### src/design/mnc_pkg.sv
// ============================================================================
// mnc_pkg: shared constants and types for the mine neighbor counter
// Sizes of the line store and positions, configuration register indexes,
// and the structs that link the sequencer with the line store and output.
// ============================================================================
`default_nettype none

package mnc_pkg;

    // Line store depth and derived address width
    localparam int MAX_WIDTH  = 32;
    localparam int COL_W      = (MAX_WIDTH > 1) ? $clog2(MAX_WIDTH) : 1;

    // Frame height limit and row position width
    localparam int MAX_HEIGHT = 1024;
    localparam int ROW_W      = 10;

    // Field widths
    localparam int WID_W      = 6;
    localparam int HGT_W      = 11;
    localparam int CNT_W      = 4;

    // Row slots in each line store word: older, middle, incoming
    localparam int NUM_SLOTS  = 3;
    localparam int SLOT_W     = 2;

    // Configuration port
    localparam int CFG_IDX_W  = 1;
    localparam int CFG_DATA_W = 11;
    localparam logic [CFG_IDX_W-1:0] CFG_FRAME_WIDTH  = 1'b0;
    localparam logic [CFG_IDX_W-1:0] CFG_FRAME_HEIGHT = 1'b1;
    localparam logic [WID_W-1:0]     FRAME_WIDTH_RST  = 6'd32;
    localparam logic [HGT_W-1:0]     FRAME_HEIGHT_RST = 11'd1;

    // Request from the sequencer to the line store
    typedef struct packed {
        logic             rd_en;
        logic [COL_W-1:0] rd_addr;
        logic             rd_ok;
        logic             flush_sel;
        logic             wr_en;
        logic [COL_W-1:0] wr_addr;
        logic             wr_bit;
        logic             rotate;
        logic             clear;
    } store_req_t;

    // One column of the 3x3 window, mapped to row roles
    typedef struct packed {
        logic above;
        logic middle;
        logic below;
    } rows_t;

    // Result beat handed to the output register
    typedef struct packed {
        logic             load;
        logic             is_mine;
        logic [CNT_W-1:0] count;
        logic             last;
        logic             eof;
    } result_t;

endpackage

`default_nettype wire

### src/design/mnc_line_store.sv
// ============================================================================
// mnc_line_store: three-row line store for the neighbor window
// One synchronous memory holds a bit per row slot and column. A slot pointer
// rotates row roles at each row end; per-slot valid bits make stale or
// never-written columns read as empty.
// ============================================================================
`default_nettype none

module mnc_line_store (
    input  wire logic                clk,
    input  wire logic                rst_n,
    input  wire mnc_pkg::store_req_t req,
    output mnc_pkg::rows_t           rows
);

    logic [mnc_pkg::NUM_SLOTS-1:0] mem_reg [mnc_pkg::MAX_WIDTH];
    logic [mnc_pkg::NUM_SLOTS-1:0][mnc_pkg::MAX_WIDTH-1:0] vld_reg;
    logic [mnc_pkg::SLOT_W-1:0]    slot_reg;
    logic [mnc_pkg::SLOT_W-1:0]    slot_next;
    logic [mnc_pkg::NUM_SLOTS-1:0] rd_word_reg;
    logic [mnc_pkg::NUM_SLOTS-1:0] rd_vld_reg;
    logic                          rd_ok_reg;
    logic                          rd_flush_reg;
    logic [mnc_pkg::NUM_SLOTS-1:0] word;
    logic [mnc_pkg::SLOT_W-1:0]    inc_slot;
    logic [mnc_pkg::SLOT_W-1:0]    mid_slot;
    logic [mnc_pkg::SLOT_W-1:0]    old_slot;

    // Map row roles to slots: incoming at the pointer, then middle, then older
    always_comb
    begin
        inc_slot = slot_reg;
        mid_slot = (slot_reg == 2'd0) ? 2'd2 : slot_reg - 2'd1;
        old_slot = (slot_reg == 2'd2) ? 2'd0 : slot_reg + 2'd1;
    end

    // Advance the pointer at a row end, return it home at frame end
    always_comb
    begin
        slot_next = slot_reg;
        if (req.clear)
        begin
            slot_next = '0;
        end
        else if (req.rotate)
        begin
            slot_next = old_slot;
        end
    end

    always_ff @(posedge clk or negedge rst_n)
    begin
        if (!rst_n)
        begin
            slot_reg <= '0;
        end
        else
        begin
            slot_reg <= slot_next;
        end
    end

    // Track written columns per slot; drop a slot when it becomes incoming
    always_ff @(posedge clk or negedge rst_n)
    begin
        if (!rst_n)
        begin
            vld_reg <= '0;
        end
        else if (req.clear)
        begin
            vld_reg <= '0;
        end
        else
        begin
            if (req.rotate)
            begin
                vld_reg[old_slot] <= '0;
            end
            if (req.wr_en)
            begin
                vld_reg[inc_slot][req.wr_addr] <= 1'b1;
            end
        end
    end

    // Write the incoming bit of one column
    always_ff @(posedge clk)
    begin
        if (req.wr_en)
        begin
            mem_reg[req.wr_addr][inc_slot] <= req.wr_bit;
        end
    end

    // Register read data with its valid bits and qualifiers
    always_ff @(posedge clk)
    begin
        if (req.rd_en)
        begin
            rd_word_reg  <= mem_reg[req.rd_addr];
            rd_vld_reg   <= {vld_reg[2][req.rd_addr], vld_reg[1][req.rd_addr],
                             vld_reg[0][req.rd_addr]};
            rd_ok_reg    <= req.rd_ok;
            rd_flush_reg <= req.flush_sel;
        end
    end

    // Mask stale bits and pick rows; the flush sees an empty row below
    always_comb
    begin
        word = rd_word_reg & rd_vld_reg & {mnc_pkg::NUM_SLOTS{rd_ok_reg}};
        if (rd_flush_reg)
        begin
            rows.above  = word[mid_slot];
            rows.middle = word[inc_slot];
            rows.below  = 1'b0;
        end
        else
        begin
            rows.above  = word[old_slot];
            rows.middle = word[mid_slot];
            rows.below  = word[inc_slot];
        end
    end

endmodule

`default_nettype wire

### src/design/mnc_sequencer.sv
// ============================================================================
// mnc_sequencer: position tracking and per-cell window sequencer
// Takes one cell, writes it to the line store, then for each reported cell
// reads the three window columns, sums the neighbors and hands a result beat
// to the output register. Updates row and column positions at item end.
// ============================================================================
`default_nettype none

module mnc_sequencer (
    input  wire logic                        clk,
    input  wire logic                        rst_n,
    input  wire logic                        in_valid,
    input  wire logic                        is_mine_in,
    input  wire logic [mnc_pkg::WID_W-1:0]   frame_width,
    input  wire logic [mnc_pkg::HGT_W-1:0]   frame_height,
    input  wire logic                        out_free,
    input  wire mnc_pkg::rows_t              rows,
    output logic                             in_stall,
    output mnc_pkg::store_req_t              req,
    output mnc_pkg::result_t                 res
);

    localparam logic ST_IDLE = 1'b0;
    localparam logic ST_EMIT = 1'b1;

    localparam logic [2:0] K_LEFT   = 3'd0;
    localparam logic [2:0] K_CENTER = 3'd1;
    localparam logic [2:0] K_RIGHT  = 3'd2;
    localparam logic [2:0] K_LAST   = 3'd3;
    localparam logic [2:0] K_OUT    = 3'd4;

    logic                        state_reg, state_next;
    logic [2:0]                  k_reg, k_next;
    logic [mnc_pkg::COL_W-1:0]   col_pos_reg, col_pos_next;
    logic [mnc_pkg::ROW_W-1:0]   row_pos_reg, row_pos_next;
    logic                        in_flush_reg, in_flush_next;
    logic                        e2_pend_reg, e2_pend_next;
    logic                        fl_pend_reg, fl_pend_next;
    logic [mnc_pkg::COL_W-1:0]   x_reg, x_next;
    logic [mnc_pkg::WID_W-1:0]   w_reg, w_next;
    logic [mnc_pkg::COL_W-1:0]   c_reg, c_next;
    logic [mnc_pkg::ROW_W-1:0]   r_reg, r_next;
    logic                        row_end_reg, row_end_next;
    logic                        frame_end_reg, frame_end_next;
    logic [mnc_pkg::CNT_W-1:0]   sum_reg, sum_next;
    logic                        mine_reg, mine_next;

    logic [mnc_pkg::WID_W-1:0]   w_eff, wm1;
    logic [mnc_pkg::HGT_W-1:0]   h_eff, hm1;
    logic [mnc_pkg::COL_W-1:0]   c_cur;
    logic [mnc_pkg::ROW_W-1:0]   r_cur;
    logic                        row_end_cur, frame_end_cur;
    logic                        e1, e2, fl, start_any;
    logic                        accept, load, last_flush, done_all, fin;
    logic [mnc_pkg::COL_W-1:0]   fin_c;
    logic [mnc_pkg::ROW_W-1:0]   fin_r;
    logic                        fin_row_end, fin_frame_end;
    logic [mnc_pkg::WID_W-1:0]   rd_col;
    logic [1:0]                  add_val;
    logic                        above_bit;

    // Clamp the frame size and the positions to the frame in use
    always_comb
    begin
        if (frame_width == '0)
        begin
            w_eff = mnc_pkg::WID_W'(1);
        end
        else if (frame_width > mnc_pkg::WID_W'(mnc_pkg::MAX_WIDTH))
        begin
            w_eff = mnc_pkg::WID_W'(mnc_pkg::MAX_WIDTH);
        end
        else
        begin
            w_eff = frame_width;
        end
        if (frame_height == '0)
        begin
            h_eff = mnc_pkg::HGT_W'(1);
        end
        else if (frame_height > mnc_pkg::HGT_W'(mnc_pkg::MAX_HEIGHT))
        begin
            h_eff = mnc_pkg::HGT_W'(mnc_pkg::MAX_HEIGHT);
        end
        else
        begin
            h_eff = frame_height;
        end
        wm1 = w_eff - mnc_pkg::WID_W'(1);
        hm1 = h_eff - mnc_pkg::HGT_W'(1);
        c_cur = (mnc_pkg::WID_W'(col_pos_reg) < wm1) ? col_pos_reg
                                                     : wm1[mnc_pkg::COL_W-1:0];
        r_cur = (mnc_pkg::HGT_W'(row_pos_reg) < hm1) ? row_pos_reg
                                                     : hm1[mnc_pkg::ROW_W-1:0];
        row_end_cur   = (mnc_pkg::WID_W'(c_cur) == wm1);
        frame_end_cur = row_end_cur && (mnc_pkg::HGT_W'(r_cur) == hm1);
    end

    // Decide which cells this beat reports
    assign accept    = in_valid && (state_reg == ST_IDLE);
    assign e1        = (r_cur != '0) && (c_cur != '0);
    assign e2        = (r_cur != '0) && row_end_cur;
    assign fl        = frame_end_cur;
    assign start_any = e1 || e2 || fl;
    assign in_stall  = (state_reg != ST_IDLE);

    // Result handoff and end of the item's work
    assign load       = (state_reg == ST_EMIT) && (k_reg == K_OUT) && out_free;
    assign last_flush = in_flush_reg && (mnc_pkg::WID_W'(x_reg) == w_reg - 1'b1);
    assign done_all   = in_flush_reg ? last_flush : (!e2_pend_reg && !fl_pend_reg);
    assign fin        = (accept && !start_any) || (load && done_all);

    assign fin_c         = accept ? c_cur : c_reg;
    assign fin_r         = accept ? r_cur : r_reg;
    assign fin_row_end   = accept ? row_end_cur : row_end_reg;
    assign fin_frame_end = accept ? frame_end_cur : frame_end_reg;

    // The flush of a frame ending in its first row sees an empty row above
    assign above_bit = rows.above && !(in_flush_reg && (r_reg == '0));

    // Issue window column reads, left to right around the cell
    always_comb
    begin
        rd_col        = mnc_pkg::WID_W'(x_reg) + mnc_pkg::WID_W'(k_reg) - 1'b1;
        req.rd_en     = (state_reg == ST_EMIT) && (k_reg <= K_RIGHT);
        req.rd_addr   = rd_col[mnc_pkg::COL_W-1:0];
        req.rd_ok     = !((k_reg == K_LEFT) && (x_reg == '0)) &&
                        !((k_reg == K_RIGHT) &&
                          (mnc_pkg::WID_W'(x_reg) == w_reg - 1'b1));
        req.flush_sel = in_flush_reg;
        req.wr_en     = accept;
        req.wr_addr   = c_cur;
        req.wr_bit    = is_mine_in;
        req.rotate    = fin && fin_row_end && !fin_frame_end;
        req.clear     = fin && fin_frame_end;
    end

    // Build the result beat
    always_comb
    begin
        res.load    = load;
        res.is_mine = mine_reg;
        res.count   = mine_reg ? '0 : sum_reg;
        res.last    = load && done_all;
        res.eof     = last_flush;
    end

    // Sequence the item: start jobs, accumulate columns, chain the next cell
    always_comb
    begin
        state_next     = state_reg;
        k_next         = k_reg;
        in_flush_next  = in_flush_reg;
        e2_pend_next   = e2_pend_reg;
        fl_pend_next   = fl_pend_reg;
        x_next         = x_reg;
        w_next         = w_reg;
        c_next         = c_reg;
        r_next         = r_reg;
        row_end_next   = row_end_reg;
        frame_end_next = frame_end_reg;
        sum_next       = sum_reg;
        mine_next      = mine_reg;
        add_val        = 2'd0;

        case (state_reg)
            ST_IDLE:
            begin
                if (accept && start_any)
                begin
                    state_next     = ST_EMIT;
                    k_next         = K_LEFT;
                    w_next         = w_eff;
                    c_next         = c_cur;
                    r_next         = r_cur;
                    row_end_next   = row_end_cur;
                    frame_end_next = frame_end_cur;
                    e2_pend_next   = e1 && e2;
                    fl_pend_next   = fl && (e1 || e2);
                    in_flush_next  = !e1 && !e2;
                    if (e1)
                    begin
                        x_next = c_cur - 1'b1;
                    end
                    else if (e2)
                    begin
                        x_next = wm1[mnc_pkg::COL_W-1:0];
                    end
                    else
                    begin
                        x_next = '0;
                    end
                end
            end
            ST_EMIT:
            begin
                // Accumulate the column that arrives this cycle
                if (k_reg == K_CENTER)
                begin
                    add_val = {1'b0, above_bit} + {1'b0, rows.middle} +
                              {1'b0, rows.below};
                end
                else if (k_reg == K_RIGHT)
                begin
                    add_val   = {1'b0, above_bit} + {1'b0, rows.below};
                    mine_next = rows.middle;
                end
                else if (k_reg == K_LAST)
                begin
                    add_val = {1'b0, above_bit} + {1'b0, rows.middle} +
                              {1'b0, rows.below};
                end

                if (k_reg == K_LEFT)
                begin
                    sum_next = '0;
                end
                else
                begin
                    sum_next = sum_reg + mnc_pkg::CNT_W'(add_val);
                end

                if (k_reg != K_OUT)
                begin
                    k_next = k_reg + 3'd1;
                end
                else if (load)
                begin
                    k_next = K_LEFT;
                    if (done_all)
                    begin
                        state_next    = ST_IDLE;
                        in_flush_next = 1'b0;
                    end
                    else if (in_flush_reg)
                    begin
                        x_next = x_reg + 1'b1;
                    end
                    else if (e2_pend_reg)
                    begin
                        e2_pend_next = 1'b0;
                        x_next       = mnc_pkg::COL_W'(w_reg - 1'b1);
                    end
                    else
                    begin
                        fl_pend_next  = 1'b0;
                        in_flush_next = 1'b1;
                        x_next        = '0;
                    end
                end
            end
            default:
            begin
                state_next = ST_IDLE;
            end
        endcase
    end

    // Move to the next cell, the next row, or back to the frame start
    always_comb
    begin
        col_pos_next = col_pos_reg;
        row_pos_next = row_pos_reg;
        if (fin)
        begin
            if (fin_frame_end)
            begin
                col_pos_next = '0;
                row_pos_next = '0;
            end
            else if (fin_row_end)
            begin
                col_pos_next = '0;
                row_pos_next = fin_r + 1'b1;
            end
            else
            begin
                col_pos_next = fin_c + 1'b1;
                row_pos_next = fin_r;
            end
        end
    end

    // Control registers
    always_ff @(posedge clk or negedge rst_n)
    begin
        if (!rst_n)
        begin
            state_reg    <= ST_IDLE;
            k_reg        <= K_LEFT;
            col_pos_reg  <= '0;
            row_pos_reg  <= '0;
            in_flush_reg <= 1'b0;
            e2_pend_reg  <= 1'b0;
            fl_pend_reg  <= 1'b0;
        end
        else
        begin
            state_reg    <= state_next;
            k_reg        <= k_next;
            col_pos_reg  <= col_pos_next;
            row_pos_reg  <= row_pos_next;
            in_flush_reg <= in_flush_next;
            e2_pend_reg  <= e2_pend_next;
            fl_pend_reg  <= fl_pend_next;
        end
    end

    // Payload registers
    always_ff @(posedge clk)
    begin
        x_reg         <= x_next;
        w_reg         <= w_next;
        c_reg         <= c_next;
        r_reg         <= r_next;
        row_end_reg   <= row_end_next;
        frame_end_reg <= frame_end_next;
        sum_reg       <= sum_next;
        mine_reg      <= mine_next;
    end

    // The frame-end flag only comes with the item's final beat
    a_eof_is_last: assert property (@(posedge clk) disable iff (!rst_n)
        res.load && res.eof |-> res.last)
        else $error("end_of_frame without last_of_run");

    // The reported column stays inside the latched frame width
    a_x_in_frame: assert property (@(posedge clk) disable iff (!rst_n)
        state_reg == ST_EMIT |-> mnc_pkg::WID_W'(x_reg) < w_reg)
        else $error("window column beyond frame width");

    // A frame end returns both positions to the origin
    a_clear_home: assert property (@(posedge clk) disable iff (!rst_n)
        req.clear |=> (col_pos_reg == '0) && (row_pos_reg == '0))
        else $error("positions not cleared at frame end");

    // A beat is only handed over when the output register can take it
    a_load_free: assert property (@(posedge clk) disable iff (!rst_n)
        res.load |-> out_free)
        else $error("result loaded into a full output register");

endmodule

`default_nettype wire

### src/design/mine_neighbor_count_3x3_top.sv
// Each reported cell of an accepted beat runs window states LEFT, CENTER,
// RIGHT, LAST, OUT (held while the output register is full), then the output
// register. An item with no result ends when accepted; else in_stall holds the
// input until its last cell is handed over (three line store reads per cell on
// the single read port). A frame end flushes the whole last row. Reset (async,
// active low) clears positions, slot pointer and valid bits; no clearing pass.
// ============================================================================
// mine_neighbor_count_3x3_top: minesweeper neighbor counter, 3x3 window
// Takes a binary mine map one cell per beat in raster order and reports for
// each cell its mine mark or the number of mines among its eight neighbors.
// Holds the frame configuration and the output register.
// ============================================================================
`default_nettype none

module mine_neighbor_count_3x3_top (
    input  wire logic                              clk,
    input  wire logic                              rst_n,
    input  wire logic                              cfg_we,
    input  wire logic [mnc_pkg::CFG_IDX_W-1:0]     cfg_index,
    input  wire logic [mnc_pkg::CFG_DATA_W-1:0]    cfg_data,
    input  wire logic                              in_valid,
    output logic                                   in_stall,
    input  wire logic                              is_mine_in,
    output logic                                   out_valid,
    input  wire logic                              out_stall,
    output logic                                   is_mine_out,
    output logic [mnc_pkg::CNT_W-1:0]              neighbor_count,
    output logic                                   last_of_run,
    output logic                                   end_of_frame
);

    logic [mnc_pkg::WID_W-1:0] frame_width_reg;
    logic [mnc_pkg::HGT_W-1:0] frame_height_reg;
    logic                      out_valid_reg;
    logic                      is_mine_reg;
    logic [mnc_pkg::CNT_W-1:0] count_reg;
    logic                      last_reg;
    logic                      eof_reg;
    logic                      out_free;
    mnc_pkg::store_req_t       req;
    mnc_pkg::rows_t            rows;
    mnc_pkg::result_t          res;

    // Write configuration registers
    always_ff @(posedge clk or negedge rst_n)
    begin
        if (!rst_n)
        begin
            frame_width_reg  <= mnc_pkg::FRAME_WIDTH_RST;
            frame_height_reg <= mnc_pkg::FRAME_HEIGHT_RST;
        end
        else if (cfg_we)
        begin
            case (cfg_index)
                mnc_pkg::CFG_FRAME_WIDTH:
                begin
                    frame_width_reg <= cfg_data[mnc_pkg::WID_W-1:0];
                end
                mnc_pkg::CFG_FRAME_HEIGHT:
                begin
                    frame_height_reg <= cfg_data;
                end
                default:
                begin
                    frame_height_reg <= frame_height_reg;
                end
            endcase
        end
    end

    mnc_sequencer u_seq (
        .clk          (clk),
        .rst_n        (rst_n),
        .in_valid     (in_valid),
        .is_mine_in   (is_mine_in),
        .frame_width  (frame_width_reg),
        .frame_height (frame_height_reg),
        .out_free     (out_free),
        .rows         (rows),
        .in_stall     (in_stall),
        .req          (req),
        .res          (res)
    );

    mnc_line_store u_store (
        .clk   (clk),
        .rst_n (rst_n),
        .req   (req),
        .rows  (rows)
    );

    // Output register: free when empty or its beat is taken this cycle
    assign out_free = !out_valid_reg || !out_stall;

    always_ff @(posedge clk or negedge rst_n)
    begin
        if (!rst_n)
        begin
            out_valid_reg <= 1'b0;
        end
        else if (res.load)
        begin
            out_valid_reg <= 1'b1;
        end
        else if (!out_stall)
        begin
            out_valid_reg <= 1'b0;
        end
    end

    // Hold the result payload until the next load
    always_ff @(posedge clk)
    begin
        if (res.load)
        begin
            is_mine_reg <= res.is_mine;
            count_reg   <= res.count;
            last_reg    <= res.last;
            eof_reg     <= res.eof;
        end
    end

    assign out_valid      = out_valid_reg;
    assign is_mine_out    = is_mine_reg;
    assign neighbor_count = count_reg;
    assign last_of_run    = last_reg;
    assign end_of_frame   = eof_reg;

endmodule

`default_nettype wire
### config.mk
export PLATFORM = sky130hd
export DESIGN_NAME = mine_neighbor_count_3x3_top
export DESIGN_NICKNAME = d
export VERILOG_FILES = /design/src/design/mnc_pkg.sv /design/src/design/mnc_line_store.sv /design/src/design/mnc_sequencer.sv /design/src/design/mine_neighbor_count_3x3_top.sv
export SDC_FILE = /design/constraint.sdc
export NUM_CORES = 1
export LEC_CHECK = 0
export BUFFER_PORTS_ARGS = -buffer_cell sky130_fd_sc_hd__buf_2
export CAP_MARGIN = 10
export CORE_UTILIZATION = 45
export DETAILED_ROUTE_END_ITERATION = 10
export RECOVER_POWER = 100
export SLEW_MARGIN = 30
export SYNTH_ARGS = -nofsm -noshare
export SYNTH_HDL_FRONTEND = slang
export SYNTH_SLANG_ARGS = --single-unit
### constraint.sdc
create_clock -name clk -period 8.19 [get_ports clk]
set_clock_uncertainty 0.15 [all_clocks]
set_input_delay 1.2285 -clock clk [delete_from_list [all_inputs] [get_ports clk]]
set_output_delay 1.2285 -clock clk [all_outputs]
set_load 0.02 [all_outputs]
==> run summary <==
Setup repair after global routing left no endpoint under its margin. The share of post-route cells with drive strength above 1 was 14.6%; the effective utilization at floorplan was 45.8%. The maximum fanout along the worst path is 23, and the top-level I/O count is 27. The cell that appears most often on the critical path is sky130_fd_sc_hd__ha_1. The top cell types in the final layout, fill and taps aside, are 144 x sky130_fd_sc_hd__edfxtp_1, 138 x sky130_fd_sc_hd__nor2_1, 136 x sky130_fd_sc_hd__dfrtp_1. Synthesis produced a netlist with a net count of 1,227. Wire length per cell after detailed routing: 21.4 µm.

Sorting the synthesized cells by area gives the leading types as sky130_fd_sc_hd__edfxtp_1 30%, sky130_fd_sc_hd__dfrtp_1 23%, sky130_fd_sc_hd__mux4_2 9.3%. Global routing consumed, on the met3 layer, 2.81% of the routing resources. For met2 alone, demand over resource in global routing was 33.6%.

After legalization and detailed placement, the total HPWL measured 23.0 mm. For flop-to-flop paths, the worst setup slack is 1.21 ns. The tools report the critical path data required time as 8.50 ns. The die is 182 µm tall. STA classifies the critical path endpoint as a register. Counting flops with a built-in enable in the synthesized netlist gives 144.

The die outline area is 0.0330 mm², and the final number of hold-violating endpoints is 0. The highest-delay cell along the critical path was sky130_fd_sc_hd__a31oi_1. The power per unit of standard cell area was 376 mW/mm². In this run the most critical hold path is launched from u_store.vld_reg[2]. The post-synthesis cell type count was 90; the final period demand of the worst path was 6.98 ns. After synthesis, the largest area contributor takes up 29.8% of total cell area. The path class of the tightest hold or removal check is register to register.

The area growth from synthesis to final layout is 10.3%. In this run the critical register-to-register path is captured at u_store.vld_reg[22]. The clock-pin transition on the worst setup and hold timing paths was 0.06 ns; the via-per-instance ratio was 5.93. The net count reported at finish was 1,245. Summed over all failing endpoints, the final setup total negative slack is 0 ns. The flow ran to the end, but the final reports show violations. Measured against its own limit, the worst slew margin works out to -251%. Number of filler cells placed in the layout: 2,731. In this run, the number of DRC markers left after iteration 0 of detailed routing was 820. After clock tree synthesis, the flow added hold-fix buffers numbering 0. For the core area, the log shows 0.0316 mm².

The setup fix buffers added after clock tree synthesis came out at 0. Across all layers, the routed design uses 9,569 vias. The hold path endpoint was u_store.vld_reg[2]. The share of the Yosys chip area taken by registers is 53.6%. The final clock period utilization by the worst path was 85.3%.

The library cell with the largest summed area after synthesis is sky130_fd_sc_hd__edfxtp_1. On the critical path the largest part of the delay comes from compound AO/OA/AOI/OAI gates. Buffers inserted during clock tree synthesis total 31. The kind of start point of the critical path was a register. The final estimated routing congestion in global placement came out at 0.857.

The startpoint identified for the worst register-to-register timing path is frame_width_reg[3]. After synthesis, the share of flip-flops with an asynchronous set or reset is 48.9%. For met1 alone, demand over resource in global routing was 31.3%.

The most frequent standard cell in the layout excluding fill and tap cells is sky130_fd_sc_hd__edfxtp_1. The total number of H-tree levels was 1; the worst path arrival time was 7.30 ns. The number of synthesized register bits is 282, and the detailed-route DRC error count is 0. At the pin with the least slew margin, the transition time is 5.27 ns. The depth of the worst register-to-register path is 21.

For the first-pass iteration count of the detailed router, the log shows 6. The layer carrying the most global-route usage is met2. In this run the clock root is driven by a sky130_fd_sc_hd__clkbuf_16. Together, buffers and inverters on the worst path number 4. The first global-routing pass estimated 55.1 mm of wire. Setup violations remaining at the end of the flow were counted as 0.

The total overflow left after global routing is 0. The first element of the critical path is frame_width_reg[3]. The clock net in this run drives a total of 282 sinks. For this design the static power due to leakage is 7.03 nW. The highest clock rate was 143 MHz; the die outline width was 182 µm. Walking the worst path, the cells encountered are nor4_1, o21ai_0, ha_1, or3b_1, a221o_1, inv_1, ha_1, nand3_1, a21oi_1, a211oi_1, clkbuf_1, mux2_1, inv_1, ha_1, nand4_1, o31ai_1, a21oi_1, o32ai_4, a31oi_1, buf_16, a21o_1. Measured on the finished design, the core utilization comes to 50.6%.

The final layout contains routed wiring with a total length of 34.5 mm. The largest stage delay on the critical path is 0.57 ns, and the source-to-sink clock delay at the later pin of the worst-skew pair is 0.58 ns. Yosys printed 0 warnings. The setup path with the least slack is of type register to register. TritonCTS built the clock tree. Synthesis produced a netlist whose cell count is 1,168.

The average instance in the mapped netlist occupies 12.4 µm². The total count of max-transition violations in the final report is 236. The number of antenna diodes in the final layout is 0. Entering global routing, the biggest net connects 97 pins. The worst hold path cell count is 1, and the total global-route track usage is 21.3%. Placement row count: 65.

The checks that failed: max-capacitance violations, max-slew violations. For the quantity of gates resized following cts, the log shows 0. VDD sags by at most 0.000321 V.

The predominant post-synthesis flop cell is sky130_fd_sc_hd__edfxtp_1. The number of antenna violations at the first check in global routing is 0, and the number of buffers inserted by port buffering is 26. The logs give 9,603 for the via count of the first global-routing pass and 0.0145 mm² for the cell area after synthesis. The run gives 0 as the count of antenna-violating nets left after detailed routing. The longest clock path from root to sink contains 3 buffers. Across the run, the number of max-cap violations was 4.
==> report_power, final <==
group          total [W]  internal, W  switching, W
registers        0.00201      0.00178      0.000221
clock network    0.00148     0.000895      0.000586
logic            0.00253      0.00111       0.00142
total            0.00601      0.00379       0.00223
==> cell usage after synthesis, types with 7 or more instances <==
library cell,count
sky130_fd_sc_hd__edfxtp_1,144
sky130_fd_sc_hd__nor2_1,138
sky130_fd_sc_hd__dfrtp_1,136
sky130_fd_sc_hd__a21o_1,106
sky130_fd_sc_hd__nand2_1,83
sky130_fd_sc_hd__mux4_2,60
sky130_fd_sc_hd__inv_1,51
sky130_fd_sc_hd__ha_1,38
sky130_fd_sc_hd__o21ai_0,37
sky130_fd_sc_hd__clkbuf_1,35
sky130_fd_sc_hd__nand3_1,26
sky130_fd_sc_hd__mux2_2,25
sky130_fd_sc_hd__xnor2_1,24
sky130_fd_sc_hd__a21oi_1,19
sky130_fd_sc_hd__nor2b_1,16
sky130_fd_sc_hd__xor2_1,16
sky130_fd_sc_hd__nor3_1,15
sky130_fd_sc_hd__buf_6,11
sky130_fd_sc_hd__nand4_1,11
sky130_fd_sc_hd__and2_1,10
sky130_fd_sc_hd__mux2i_1,9
sky130_fd_sc_hd__o31ai_1,9
sky130_fd_sc_hd__a31oi_1,8
sky130_fd_sc_hd__o22ai_1,8
sky130_fd_sc_hd__a22o_1,7
sky130_fd_sc_hd__nor4_1,7
==> per-layer routing <==
| metal | share of wire, % | up-vias |
|---|---|---|
| met5 | 0 | - |
| met4 | 2.3 | 0 |
| met3 | 4.6 | 53 |
| met2 | 46 | 247 |
| met1 | 47 | 4885 |
| li1 | - | 4384 |
==> worst max path at each step <==
| stage | slack [ns] | cells past startpoint | to |
|---|---|---|---|
| floorplan | 1.95 | 24 | u_seq.x_reg[0] |
| global placement | 1.90 | 21 | u_store.vld_reg[22] |
| detailed placement | 1.75 | 21 | u_store.vld_reg[19] |
| CTS | 1.73 | 21 | u_store.vld_reg[22] |
| global route | 0.69 | 21 | u_store.vld_reg[6] |
| finish | 1.21 | 21 | u_store.vld_reg[22] |
==> cell type report <==
class | count | area (µm²) | share of cell area (%)
timing repair buffer | 38 | 220 | 1.38
clock buffer | 48 | 952 | 5.95
multi-input combinational | 780 | 6190 | 38.7
clock inverter | 10 | 145 | 0.907
tap | 402 | 503 | 3.14
sequential | 282 | 7780 | 48.6
inverter | 53 | 199 | 1.24
==> worst register-to-register path: stages (launching register included) <==
cell	delay, ns
sky130_fd_sc_hd__dfrtp_1	0.45
sky130_fd_sc_hd__nor4_1	0.10
sky130_fd_sc_hd__o21ai_0	0.54
sky130_fd_sc_hd__ha_1	0.40
sky130_fd_sc_hd__or3b_1	0.37
sky130_fd_sc_hd__a221o_1	0.42
sky130_fd_sc_hd__inv_1	0.09
sky130_fd_sc_hd__ha_1	0.23
sky130_fd_sc_hd__nand3_1	0.08
sky130_fd_sc_hd__a21oi_1	0.04
sky130_fd_sc_hd__a211oi_1	0.20
sky130_fd_sc_hd__clkbuf_1	0.51
sky130_fd_sc_hd__mux2_1	0.47
sky130_fd_sc_hd__inv_1	0.14
sky130_fd_sc_hd__ha_1	0.54
sky130_fd_sc_hd__nand4_1	0.26
sky130_fd_sc_hd__o31ai_1	0.13
sky130_fd_sc_hd__a21oi_1	0.16
sky130_fd_sc_hd__o32ai_4	0.47
sky130_fd_sc_hd__a31oi_1	0.57
sky130_fd_sc_hd__buf_16	0.36
sky130_fd_sc_hd__a21o_1	0.19
==> cell families after synthesis <==
logic type | synth area share [%]
AOI/OAI and AO/OA | 13.5
xor gates and xnor gates | 2.57
adders and majority gates | 3.76
buffers and inverters | 3.32
DFF | 53.6
muxes | 12.1
and+or+nand+nor | 11.2
==> metrics by stage <==
stage / setup slack, ns / instances / total power [W] / instance area [µm²] / hold slack [ns]
floorplan: 1.95 / 1168 / 0.00387 / 14500 / 0.294
global placement: 1.90 / 1552 / 0.00455 / 14900 / 0.303
detailed placement: 1.75 / 1553 / 0.00461 / 15000 / 0.310
CTS: 1.73 / 1611 / 0.00610 / 16100 / 0.325
global route: 0.691 / 1613 / 0.00634 / 16000 / 0.336
finish: 1.21 / 1613 / 0.00601 / 16000 / 0.322
(Power assumes the default switching activity.)
